$ cat src/jsu_pkg.sv
// shared types and character constants for the json string unescaper
package jsu_pkg;

	localparam int ENTRY_BYTES = 5;

	localparam logic [7:0] CH_BSLASH = 8'h5c;
	localparam logic [7:0] CH_QUOTE  = 8'h22;
	localparam logic [7:0] CH_N      = 8'h6e;
	localparam logic [7:0] CH_R      = 8'h72;
	localparam logic [7:0] CH_T      = 8'h74;
	localparam logic [7:0] CH_U      = 8'h75;
	localparam logic [7:0] CH_LF     = 8'h0a;
	localparam logic [7:0] CH_CR     = 8'h0d;
	localparam logic [7:0] CH_TAB    = 8'h09;

	localparam logic [7:0] UTF8_LEAD2 = 8'hc0;
	localparam logic [7:0] UTF8_LEAD3 = 8'he0;
	localparam logic [7:0] UTF8_CONT  = 8'h80;
	localparam logic [15:0] CODE_2BYTE = 16'h0080;
	localparam logic [15:0] CODE_3BYTE = 16'h0800;

	// output bytes caused by one input byte
	typedef struct packed {
		logic [ENTRY_BYTES-1:0][7:0] data;
		logic [2:0]                  cnt;
		logic                        last;
	} entry_t;

	typedef struct packed {
		logic   valid;
		entry_t entry;
	} push_t;

endpackage

$ cat src/jsu_front.sv
// front end: accepts input bytes, tracks escape state and builds output entries
module jsu_front import jsu_pkg::*; (
	input  logic       clk,
	input  logic       arst_n,
	input  logic       in_valid,
	output logic       in_ready,
	input  logic [7:0] in_char,
	input  logic       in_last,
	input  logic       q_full,
	output push_t      push
);

	typedef enum logic [2:0] {
		MODE_NORMAL = 3'b001,
		MODE_BSLASH = 3'b010,
		MODE_HEX    = 3'b100
	} mode_t;

	function automatic logic is_simple(input logic [7:0] c);
		return (c == CH_BSLASH) || (c == CH_QUOTE) || (c == CH_N) || (c == CH_R) ||
			(c == CH_T);
	endfunction

	function automatic logic [7:0] simple_byte(input logic [7:0] c);
		logic [7:0] b;
		unique case (c)
			CH_N: b = CH_LF;
			CH_R: b = CH_CR;
			CH_T: b = CH_TAB;
			default: b = c;
		endcase
		return b;
	endfunction

	function automatic logic hex_ok(input logic [7:0] c);
		return (c >= 8'h30 && c <= 8'h39) || (c >= 8'h61 && c <= 8'h66) ||
			(c >= 8'h41 && c <= 8'h46);
	endfunction

	function automatic logic [3:0] hex_val(input logic [7:0] c);
		logic [7:0] t;
		priority if (c <= 8'h39) begin
			t = c - 8'h30;
		end else if (c >= 8'h61) begin
			t = c - 8'h57;
		end else begin
			t = c - 8'h37;
		end
		return t[3:0];
	endfunction

	function automatic entry_t app(input entry_t e, input logic [7:0] b);
		entry_t r;
		r = e;
		r.data[r.cnt] = b;
		r.cnt = r.cnt + 3'd1;
		return r;
	endfunction

	function automatic entry_t app_code(input entry_t e, input logic [15:0] v);
		entry_t r;
		r = e;
		priority if (v < CODE_2BYTE) begin
			r = app(r, v[7:0]);
		end else if (v < CODE_3BYTE) begin
			r = app(r, UTF8_LEAD2 | {3'b000, v[10:6]});
			r = app(r, UTF8_CONT | {2'b00, v[5:0]});
		end else begin
			r = app(r, UTF8_LEAD3 | {4'b0000, v[15:12]});
			r = app(r, UTF8_CONT | {2'b00, v[11:6]});
			r = app(r, UTF8_CONT | {2'b00, v[5:0]});
		end
		return r;
	endfunction

	mode_t       mode_q, mode_d;
	logic [15:0] accum_q, accum_d, accum_n;
	logic [1:0]  count_q, count_d;
	logic        invalid_q, invalid_d, bad_n;
	logic [7:0]  held_q [3];
	logic        held_we;
	logic        accept;
	logic        c_hex_ok;
	logic [3:0]  c_hex;
	logic [7:0]  t0, t1, t2;
	logic [1:0]  tlen;
	entry_t      ent;

	assign in_ready = ~q_full;
	assign accept   = in_valid & in_ready;
	assign c_hex_ok = hex_ok(in_char);
	assign c_hex    = c_hex_ok ? hex_val(in_char) : 4'd0;
	assign accum_n  = {accum_q[11:0], c_hex};
	assign bad_n    = invalid_q | ~c_hex_ok;

	always_comb begin
		t0 = in_char;
		t1 = in_char;
		t2 = in_char;
		tlen = 2'd1;
		unique case (count_q)
			2'd0: begin
				tlen = 2'd1;
			end
			2'd1: begin
				t0 = held_q[0];
				tlen = 2'd2;
			end
			default: begin
				t0 = held_q[0];
				t1 = held_q[1];
				tlen = 2'd3;
			end
		endcase
	end

	always_comb begin
		ent = '0;
		mode_d = mode_q;
		accum_d = accum_q;
		count_d = count_q;
		invalid_d = invalid_q;
		held_we = 1'b0;
		unique case (mode_q)
			MODE_NORMAL: begin
				if (in_char == CH_BSLASH && !in_last) begin
					mode_d = MODE_BSLASH;
				end else begin
					ent = app(ent, in_char);
				end
			end
			MODE_BSLASH: begin
				if (is_simple(in_char)) begin
					ent = app(ent, simple_byte(in_char));
					mode_d = MODE_NORMAL;
				end else if (in_char == CH_U && !in_last) begin
					mode_d = MODE_HEX;
					count_d = 2'd0;
					accum_d = '0;
					invalid_d = 1'b0;
				end else begin
					ent = app(ent, CH_BSLASH);
					ent = app(ent, in_char);
					mode_d = MODE_NORMAL;
				end
			end
			MODE_HEX: begin
				accum_d = accum_n;
				invalid_d = bad_n;
				if (count_q != 2'd3) begin
					if (in_last) begin
						// cut short: replay backslash, u, the held characters and the final character
						ent = app(ent, CH_BSLASH);
						ent = app(ent, CH_U);
						if (tlen != 2'd1 && t0 == CH_BSLASH && is_simple(t1)) begin
							ent = app(ent, simple_byte(t1));
							if (tlen == 2'd3) ent = app(ent, t2);
						end else begin
							ent = app(ent, t0);
							if (tlen == 2'd3 && t1 == CH_BSLASH && is_simple(t2)) begin
								ent = app(ent, simple_byte(t2));
							end else begin
								if (tlen != 2'd1) ent = app(ent, t1);
								if (tlen == 2'd3) ent = app(ent, t2);
							end
						end
					end else begin
						held_we = 1'b1;
						count_d = count_q + 2'd1;
					end
				end else begin
					if (bad_n) begin
						ent = app(ent, CH_BSLASH);
					end else begin
						ent = app_code(ent, accum_n);
					end
					mode_d = MODE_NORMAL;
					count_d = 2'd0;
					accum_d = '0;
					invalid_d = 1'b0;
				end
			end
			default: begin
				mode_d = MODE_NORMAL;
			end
		endcase
		if (in_last) begin
			mode_d = MODE_NORMAL;
			count_d = 2'd0;
			accum_d = '0;
			invalid_d = 1'b0;
		end
		ent.last = in_last;
	end

	assign push.valid = accept & (ent.cnt != 3'd0);
	assign push.entry = ent;

	always_ff @(posedge clk or negedge arst_n) begin
		if (!arst_n) begin
			mode_q <= MODE_NORMAL;
			accum_q <= '0;
			count_q <= '0;
			invalid_q <= 1'b0;
		end else if (accept) begin
			mode_q <= mode_d;
			accum_q <= accum_d;
			count_q <= count_d;
			invalid_q <= invalid_d;
		end
	end

	always_ff @(posedge clk) begin
		if (accept && held_we) begin
			held_q[count_q] <= in_char;
		end
	end

endmodule

$ cat src/jsu_queue.sv
// short queue of output entries between front and back
module jsu_queue import jsu_pkg::*; #(
	parameter int DEPTH = 4
) (
	input  logic   clk,
	input  logic   arst_n,
	input  push_t  push,
	input  logic   pop,
	output logic   full,
	output logic   head_valid,
	output entry_t head
);

	localparam int PW = (DEPTH > 1) ? $clog2(DEPTH) : 1;
	localparam int CW = $clog2(DEPTH + 1);

	entry_t        mem_q [DEPTH];
	logic [PW-1:0] wr_ptr_q, rd_ptr_q;
	logic [CW-1:0] count_q;

	assign full       = (count_q == CW'(DEPTH));
	assign head_valid = (count_q != '0);
	assign head       = mem_q[rd_ptr_q];

	always_ff @(posedge clk) begin
		if (push.valid) begin
			mem_q[wr_ptr_q] <= push.entry;
		end
	end

	always_ff @(posedge clk or negedge arst_n) begin
		if (!arst_n) begin
			wr_ptr_q <= '0;
			rd_ptr_q <= '0;
			count_q <= '0;
		end else begin
			if (push.valid) begin
				wr_ptr_q <= (wr_ptr_q == PW'(DEPTH - 1)) ? '0 : wr_ptr_q + 1'b1;
			end
			if (pop) begin
				rd_ptr_q <= (rd_ptr_q == PW'(DEPTH - 1)) ? '0 : rd_ptr_q + 1'b1;
			end
			count_q <= count_q + CW'(push.valid) - CW'(pop);
		end
	end

endmodule

$ cat src/jsu_back.sv
// back end: serializes queued entries into one output byte per transfer
module jsu_back import jsu_pkg::*; (
	input  logic       clk,
	input  logic       arst_n,
	input  logic       head_valid,
	input  entry_t     head,
	output logic       pop,
	output logic       out_valid,
	input  logic       out_ready,
	output logic [7:0] out_data,
	output logic       out_last
);

	logic [2:0] idx_q;
	logic       valid_q;
	logic [7:0] data_q;
	logic       last_q;
	logic       load;
	logic       end_of_entry;

	assign load         = head_valid & (~valid_q | out_ready);
	assign end_of_entry = (idx_q == head.cnt - 3'd1);
	assign pop          = load & end_of_entry;

	assign out_valid = valid_q;
	assign out_data  = data_q;
	assign out_last  = last_q;

	always_ff @(posedge clk or negedge arst_n) begin
		if (!arst_n) begin
			valid_q <= 1'b0;
			idx_q <= '0;
		end else begin
			if (load) begin
				valid_q <= 1'b1;
				idx_q <= end_of_entry ? 3'd0 : idx_q + 3'd1;
			end else if (out_ready) begin
				valid_q <= 1'b0;
			end
		end
	end

	always_ff @(posedge clk) begin
		if (load) begin
			data_q <= head.data[idx_q];
			last_q <= head.last & end_of_entry;
		end
	end

endmodule

$ cat src/json_string_unescaper_top.sv
// top level of the json string unescaper
// The block takes one escaped string character per input transfer and can accept
// a new one every cycle while its entry queue has room. Each character yields zero
// to five output bytes, which are stored together as one queue entry (QUEUE_DEPTH
// entries) and sent out one byte per cycle by the output stage while the receiver
// is ready, so the sustained input rate is one character per cycle as long as
// characters average at most one output byte; longer bursts (utf-8 sequences,
// strings cut short inside a \u escape) are absorbed by the queue and then throttle
// the input. Each result passes through the queue and then the output register.
module json_string_unescaper_top import jsu_pkg::*; #(
	parameter int QUEUE_DEPTH = 4
) (
	input  logic       clk,
	input  logic       arst_n,
	input  logic       s_axis_tvalid,
	output logic       s_axis_tready,
	input  logic [7:0] s_axis_tdata,  // in_byte
	input  logic       s_axis_tlast,
	output logic       m_axis_tvalid,
	input  logic       m_axis_tready,
	output logic [7:0] m_axis_tdata,  // out_byte
	output logic       m_axis_tlast
);

	push_t  push;
	logic   q_full;
	logic   head_valid;
	entry_t head;
	logic   pop;

	jsu_front u_front (
		.clk      (clk),
		.arst_n   (arst_n),
		.in_valid (s_axis_tvalid),
		.in_ready (s_axis_tready),
		.in_char  (s_axis_tdata),
		.in_last  (s_axis_tlast),
		.q_full   (q_full),
		.push     (push)
	);

	jsu_queue #(
		.DEPTH (QUEUE_DEPTH)
	) u_queue (
		.clk        (clk),
		.arst_n     (arst_n),
		.push       (push),
		.pop        (pop),
		.full       (q_full),
		.head_valid (head_valid),
		.head       (head)
	);

	jsu_back u_back (
		.clk        (clk),
		.arst_n     (arst_n),
		.head_valid (head_valid),
		.head       (head),
		.pop        (pop),
		.out_valid  (m_axis_tvalid),
		.out_ready  (m_axis_tready),
		.out_data   (m_axis_tdata),
		.out_last   (m_axis_tlast)
	);

endmodule

$ cat config.mk
export PLATFORM = sky130hd
export DESIGN_NAME = json_string_unescaper_top
export DESIGN_NICKNAME = d
export VERILOG_FILES = /design/src/jsu_pkg.sv /design/src/jsu_front.sv /design/src/jsu_queue.sv /design/src/jsu_back.sv /design/src/json_string_unescaper_top.sv
export SDC_FILE = /design/constraint.sdc
export NUM_CORES = 1
export LEC_CHECK = 0
export ABC_AREA = 1
export BUFFER_PORTS_ARGS = -buffer_cell sky130_fd_sc_hd__buf_2
export CAP_MARGIN = 10
export CORE_ASPECT_RATIO = 2
export CORE_MARGIN = 10
export CORE_UTILIZATION = 55
export CTS_BUF_LIST = sky130_fd_sc_hd__clkbuf_4 sky130_fd_sc_hd__clkbuf_8 sky130_fd_sc_hd__clkbuf_16
export DETAILED_ROUTE_END_ITERATION = 10
export PLACE_DENSITY = 0.71
export SYNTH_ARGS = -nofsm -noshare
export SYNTH_HDL_FRONTEND = slang
export SYNTH_SLANG_ARGS = --single-unit
$ cat constraint.sdc
create_clock -name clk -period 6.4 [get_ports clk]
set_clock_uncertainty 0.05 [all_clocks]
set_input_delay 0.64 -clock clk [delete_from_list [all_inputs] [get_ports clk]]
set_output_delay 0.64 -clock clk [all_outputs]
set_load 0.05 [all_outputs]
==> impl_metrics.tcl, run 1 <==
set metrics [dict create \
    setup_viol 0 \
    r2r_slack_ns 1.48 \
    synth_edf_count 201 \
    relSlewSlack_pct 43.1 \
    grt_pass1_vias 8120 \
    cp_max_fo 25 \
    port_buffers 23 \
    slew_violations 0 \
    cp_cell_sequence "inv_1 -> ha_1 -> inv_2 -> ha_1 -> inv_2 -> nand2_1 -> nand2_2 -> inv_1 -> nand2_1 -> nor2_1 -> nand2_1 -> inv_1 -> nor2_1 -> nand2_2 -> nand3_1 -> nand3_1 -> nand2_2 -> o21bai_4 -> nor2_4 -> buf_4" \
    clockRootBuffer "clkbuf_16" \
    die_y_um 220 \
    cts_tree "built" \
    synthDistinctLibCells 50 \
    drv_cap 0 \
    dieWidth_um 120 \
    detail-route-antenna-nets 0 \
    cp.required_ns 6.52 \
    nFillCells 1668 \
    cp-start-kind "flip-flop" \
    p_leak_uw 0.00458 \
    routed_wl_um 30500 \
    grt_max_degree 77 \
    dp.cells 1328 \
    cts_resized 0 \
    synth_nets 1106 \
    vias 8100 \
    ys_warn_count 0 \
    synthFlopType "edfxtp_1" \
    synthCells 1073 \
    initial_utilization_pct 55.5 \
    worstPathBufferInverterCount 6 \
    synth_top_family_by_area "compound AO/OA/AOI/OAI gates" \
    r2r-end "u_queue.mem_q[1][8]" \
    holdBufCountCts 0 \
    worstSetupPathType "reg -> reg" \
    num_rows 73 \
    synth_fa_ha_area_share_pct 2.34 \
    cp_num_cells 20 \
    postCtsSetupBuffers 0 \
    grt_use_total_pct 23.2 \
    rsz0062_at_grt "false" \
    endpoint_kind "flip-flop" \
    drive_gt1_share_pct 11.1 \
    ios 24 \
    cpPeakStageDelay_ns 0.66 \
    r2r_cells 20 \
    syn_area_per_cell_um2 10.2 \
    nets 1121 \
    grt_pass1_wl_um 46600 \
    antenna_cells 0 \
    synth-compound-area-share_pct 15.3 \
    final-instance-count-excl-fill 1362 \
    r2r-start "u_front.count_q[0]" \
    cts.clk_slew.worst_paths_ns 0.07 \
    ys_ff_latch 230 \
    clk_latency_ns 0.51 \
    ys_seq_area_share_pct 61.5 \
    syn_to_final_growth_pct 10.2 \
    drt_drc_violations_left 0 \
    cpMaxStageDelayCell "nor2_4" \
    synthSimpleGateAreaFrac_pct 15.1 \
    netlist_area_mm2 0.0110 \
    final_hold_viol_count 0 \
    routed_via_density 5.95 \
    min_period_ns 4.92 \
    tightest_slew_ns 0.853 \
    hpwl_um 22100 \
    pwr_density_cell_mw_per_mm2 417 \
    antenna_found_initial 0 \
    cts_made_buffers 20 \
    gr-total-overflow 0 \
    cp.arrival_ns 5.03 \
    globalplace.congestion 0.988 \
    hold_class "in -> async" \
    period_share_pct 76.8 \
    clockBufferDepth 3 \
    cts_sinks 230 \
    ctsHtreeMaxLevel 1 \
    async_flop_share_pct 12.6 \
    drt_first_pass_iters 7 \
    wl_per_cell_um 22.4 \
    ir_worst_vdd_mv 0.230 \
    crit_family "simple AND/OR/NAND/NOR gates" \
    synth-xor-area-share_pct 0.478 \
    drt_iter0_drc 590 \
    core_mm2 0.0198 \
    status "completed" \
    fin_tns_setup_ns 0 \
    max_freq_mhz 203 \
    synth_mux_area_share_pct 0 \
    dieArea_mm2 0.0264 \
]
[metrics by stage]
step	setup WS (ns)	utilization [%]	power (uW)	area, um2	hold WS (ns)
after detailed placement	1.55	57.5	3760	11400	0.507
after global placement	1.68	57.5	3730	11400	0.492
final	1.48	61.1	5050	12100	0.151
after CTS	1.52	61.1	5080	12100	0.173
after floorplan	1.47	-	3240	11000	0.294
after global routing	1.06	61.1	5330	12100	0.199
[how the worst max path moves through the flow]
| stage | start | endpoint | slack, ns |
|---|---|---|---|
| 2_1_floorplan | u_front.count_q[0] | u_queue.mem_q[0][0] | 1.47 |
| 3_3_place_gp | u_front.count_q[0] | u_queue.mem_q[1][26] | 1.68 |
| 3_5_place_dp | u_front.count_q[0] | u_queue.mem_q[1][8] | 1.55 |
| 4_1_cts | u_front.count_q[0] | u_queue.mem_q[1][8] | 1.52 |
| 5_1_grt | u_front.count_q[0] | u_queue.mem_q[1][8] | 1.06 |
| 6_report | u_front.count_q[0] | u_queue.mem_q[1][8] | 1.48 |
[cell families after synthesis]
group / count (synthesis)
xor gates and xnor gates: 6
AOI/OAI and AO/OA: 284
buffers and inverters: 148
adders and majority gates: 20
and+or+nand+nor: 385
DFF: 230
[sequential cells by signal, indices dropped and copies added (netlist names)]
name / count
u_queue.mem_q: 176
u_queue.wr_ptr_q: 2
u_front.accum_q: 12
u_back.idx_q: 3
u_back.out_valid: 1
u_front.mode_q: 3
u_front.held_q: 16
u_back.out_last: 1
u_front.invalid_q: 1
u_front.count_q: 2
u_back.out_data: 8
u_queue.count_q: 3
u_queue.rd_ptr_q: 2
[power breakdown]
group	switching [uW]	leakage (uW)	internal, uW	total, uW
clock	514	0.000360	814	1330
combinational	1190	0.00196	444	1630
sequential	125	0.00226	1970	2100
[synthesized netlist by cell type (2+ instances only)]
cell,instances,area share (%)
clkbuf_1,32,1.1
o31ai_1,2,0.14
a32o_1,2,0.18
o211ai_1,21,1.4
nor2_1,149,5.1
buf_1,2,0.068
inv_1,87,3.0
edfxtp_1,201,55
a211oi_1,4,0.27
inv_2,14,0.48
a21oi_1,26,1.2
nand4_1,9,0.51
nand3_1,34,1.5
a22oi_1,3,0.20
nor3_1,10,0.46
clkinv_1,3,0.10
o21bai_4,2,0.34
o21ai_0,145,6.6
o21ai_1,11,0.50
o22ai_1,42,2.4
or2_2,2,0.11
nand2_2,11,0.63
dfrtp_1,28,6.4
nand3_2,4,0.36
nor2_4,2,0.20
o221ai_1,17,1.4
a31oi_1,2,0.11
buf_2,8,0.36
nand2_1,153,5.2
nor2_2,5,0.28
xor2_1,5,0.40
ha_1,19,2.2
[routing by layer]
metal	part of all wire (%)	vias to the layer above	routed length (um)	track usage (%)
met5	0	-	0	0
met4	6.5	0	1990	15.6
met3	4.9	83	1510	2.61
met2	55	295	16700	43.3
met1	34	3905	10300	23.6
li1	-	3817	-	-
[area by class of cell]
| cell class | instances | area [um2] | area share (%) |
|---|---|---|---|
| flip-flops and latches | 230 | 6760 | 55.8 |
| multi-input cells | 695 | 3690 | 30.4 |
| clock buffers | 24 | 548 | 4.52 |
| inverters | 104 | 390 | 3.22 |
| well taps | 262 | 328 | 2.71 |
| repair buffers | 37 | 220 | 1.82 |
| clock inverters | 10 | 179 | 1.48 |
[cell usage in the layout (no fill, tap or decap), types with 21 or more instances in the layout]
cell / instances
o21ai_0: 145
dfrtp_1: 27
inv_1: 87
o211ai_1: 21
nor2_1: 145
nand2_1: 153
buf_2: 23
nand3_1: 34
o22ai_1: 42
a21oi_1: 26
edfxtp_1: 201
clkbuf_16: 21
(Power assumes the default switching activity.)
==> inputs of run 2 (changes only) <==
clock period = 5 ns   (was 6.4 ns; I/O delays follow)
==> run 2 against run 1 <==
Net effect:
- total power grew 27%
- critical path depth rose by 3
- non-clock buffer count up 2
- cell area grew 0.22%
- combinational power is 29% higher
- sequential power is 29% higher
- sequential cell count stayed put
- fmax rose by 18%
- routed wire length is 0.29% higher
- critical path type unchanged
==> impl_metrics.tcl, run 2 (synthesis gave the netlist of run 1 again) <==
set metrics [dict create \
    status "completed" \
    holdBufCountCts 0 \
    drt_iter0_drc 876 \
    cts_sinks 230 \
    ios 24 \
    cp_max_fo 13 \
    die_y_um 220 \
    register_area_mm2 0.00676 \
    postPlaceCellArea_mm2 0.0114 \
    period_share_pct 83.5 \
    cp-start-kind "flip-flop" \
    vias 8193 \
    layout_commonest_cell "edfxtp_1" \
    dieArea_mm2 0.0264 \
    globalplace.congestion 1.05 \
    antenna_found_initial 0 \
    cpMaxStageDelayCell "dfrtp_1" \
    initial_utilization_pct 55.5 \
    drt_first_pass_iters 5 \
    cts_tree "built" \
    regMostFlops "u_queue.mem_q" \
    clockRootBuffer "clkbuf_16" \
    ir_worst_vdd_mv 0.401 \
    detail-route-antenna-nets 0 \
    multi_input_area_mm2 0.00369 \
    cp_cell_sequence "inv_1 -> ha_1 -> inv_2 -> ha_1 -> inv_2 -> nand2_1 -> nand2_1 -> nand2_1 -> nor2_1 -> nand2_1 -> nand2_2 -> inv_1 -> nand2_2 -> nand3_1 -> nand3_1 -> nand3_2 -> o21bai_4 -> inv_1 -> ha_1 -> inv_1 -> fa_1 -> xnor2_1 -> xor2_1" \
    routed_via_density 5.99 \
    fin_tns_setup_ns 0 \
    antenna_cells 0 \
    num_rows 73 \
    min_period_ns 4.18 \
    tightest_slew_ns 1.06 \
    hpwl_um 21500 \
    grt_pass1_wl_um 46800 \
    routed_wl_um 30600 \
    nFillCells 1641 \
    core_mm2 0.0198 \
    relSlewSlack_pct 28.8 \
    slew_violations 0 \
    grt_use_total_pct 23.2 \
    crit_path_start "u_front.count_q[0]" \
    r2r_cells 23 \
    cts_resized 0 \
    p_leak_uw 0.00458 \
    drive_gt1_share_pct 11.8 \
    clk_latency_ns 0.51 \
    drt_drc_violations_left 0 \
    r2r-start "u_front.count_q[0]" \
    postCtsSetupBuffers 0 \
    cts_made_buffers 21 \
    dieWidth_um 120 \
    cts.clk_slew.worst_paths_ns 0.07 \
    hold_class "in -> async" \
    clockBufferDepth 3 \
    cpPeakStageDelay_ns 0.40 \
    gr-total-overflow 0 \
    setup_viol 0 \
    layout_common_cells "edfxtp_1 (201), nand2_1 (153), nor2_1 (145), o21ai_0 (145), inv_1 (87)" \
    max_freq_mhz 239 \
    worstSetupPathType "reg -> reg" \
    rsz0062_at_grt "false" \
    port_buffers 23 \
    pwr_density_cell_mw_per_mm2 530 \
    cp.arrival_ns 4.56 \
    endpoint_kind "flip-flop" \
    grt_max_degree 74 \
    wl_per_cell_um 22.3 \
    cp.required_ns 5.39 \
    syn_to_final_growth_pct 10.4 \
    final_area_mm2 0.0121 \
    ctsHtreeMaxLevel 1 \
    top_regs "u_queue.mem_q: 176 flops, u_front.held_q: 16 flops, u_front.accum_q: 12 flops" \
    drv_cap 0 \
    final_hold_viol_count 0 \
    largest_reg_flops 176 \
    grt_pass1_vias 8361 \
    nets 1124 \
]
run 2: cell types whose count changed in the layout (fill, tap and decap cells not counted):
cell / delta
inv_8: -1
clkbuf_8: +1
buf_4: -1
bufinv_16: -3
clkbuf_4: +3
clkinvlp_4: +2
inv_6: +3
clkinv_2: +1
buf_12: +3
clkinv_1: -2
run 2: critical path, delay by kind of cell, from the launching register on:
| family | cells | cell delay [ns] |
|---|---|---|
| AND/OR/NAND/NOR | 10 | 1.40 |
| flip-flops | 1 | 0.40 |
| AO/OA/AOI/OAI | 1 | 0.34 |
| adder cells (fa/ha/maj) | 4 | 0.97 |
| XOR/XNOR | 2 | 0.30 |
| buffers and inverters | 6 | 0.62 |
run 2: area by class of cell:
cell class / count / share of cell area (%)
clock buffer: 28 / 4.81
clock inverter: 10 / 0.958
inverter: 104 / 3.22
multi-input combinational: 695 / 30.4
sequential: 230 / 55.7
tap: 262 / 2.70
timing repair buffer: 39 / 2.25
run 2: path summary, 6_finish.rpt:
check	slack, ns	to
worst max-delay path	0.82	u_queue.count_q[2]
worst min-delay path	0.007	u_back.out_valid
worst max register to register	0.82	u_queue.count_q[2]
worst min register to register	0.49	u_queue.wr_ptr_q[1]
max in group asynchronous	4.34	u_queue.rd_ptr_q[0]
min in group clk	0.13	u_back.out_valid
run 2: per-stage QoR:
step | util (%) | setup slack, ns | total power [uW] | cells | hold WS [ns]
2_1_floorplan | - | 0.0687 | 4140 | 1073 | 0.154
3_3_place_gp | 57.7 | 0.988 | 4820 | 1330 | 0.488
3_5_place_dp | 57.7 | 0.887 | 4850 | 1330 | 0.490
4_1_cts | 61.3 | 0.863 | 6470 | 1368 | 0.0177
5_1_grt | 61.3 | 0.531 | 6790 | 1368 | 0.0507
6_report | 61.3 | 0.824 | 6430 | 1368 | 0.00675
run 2: metal layers:
| layer | part of all wire (%) | global-route usage (%) |
|---|---|---|
| met5 | 0 | 0 |
| met4 | 6.5 | 15.3 |
| met3 | 5.2 | 3.18 |
| met2 | 54 | 42.3 |
| met1 | 35 | 24.1 |
run 2: power breakdown:
part	total [uW]	internal (uW)	switching, uW
registers	2700	2520	178
clock network	1620	938	682
logic	2110	589	1520
total	6430	4050	2380
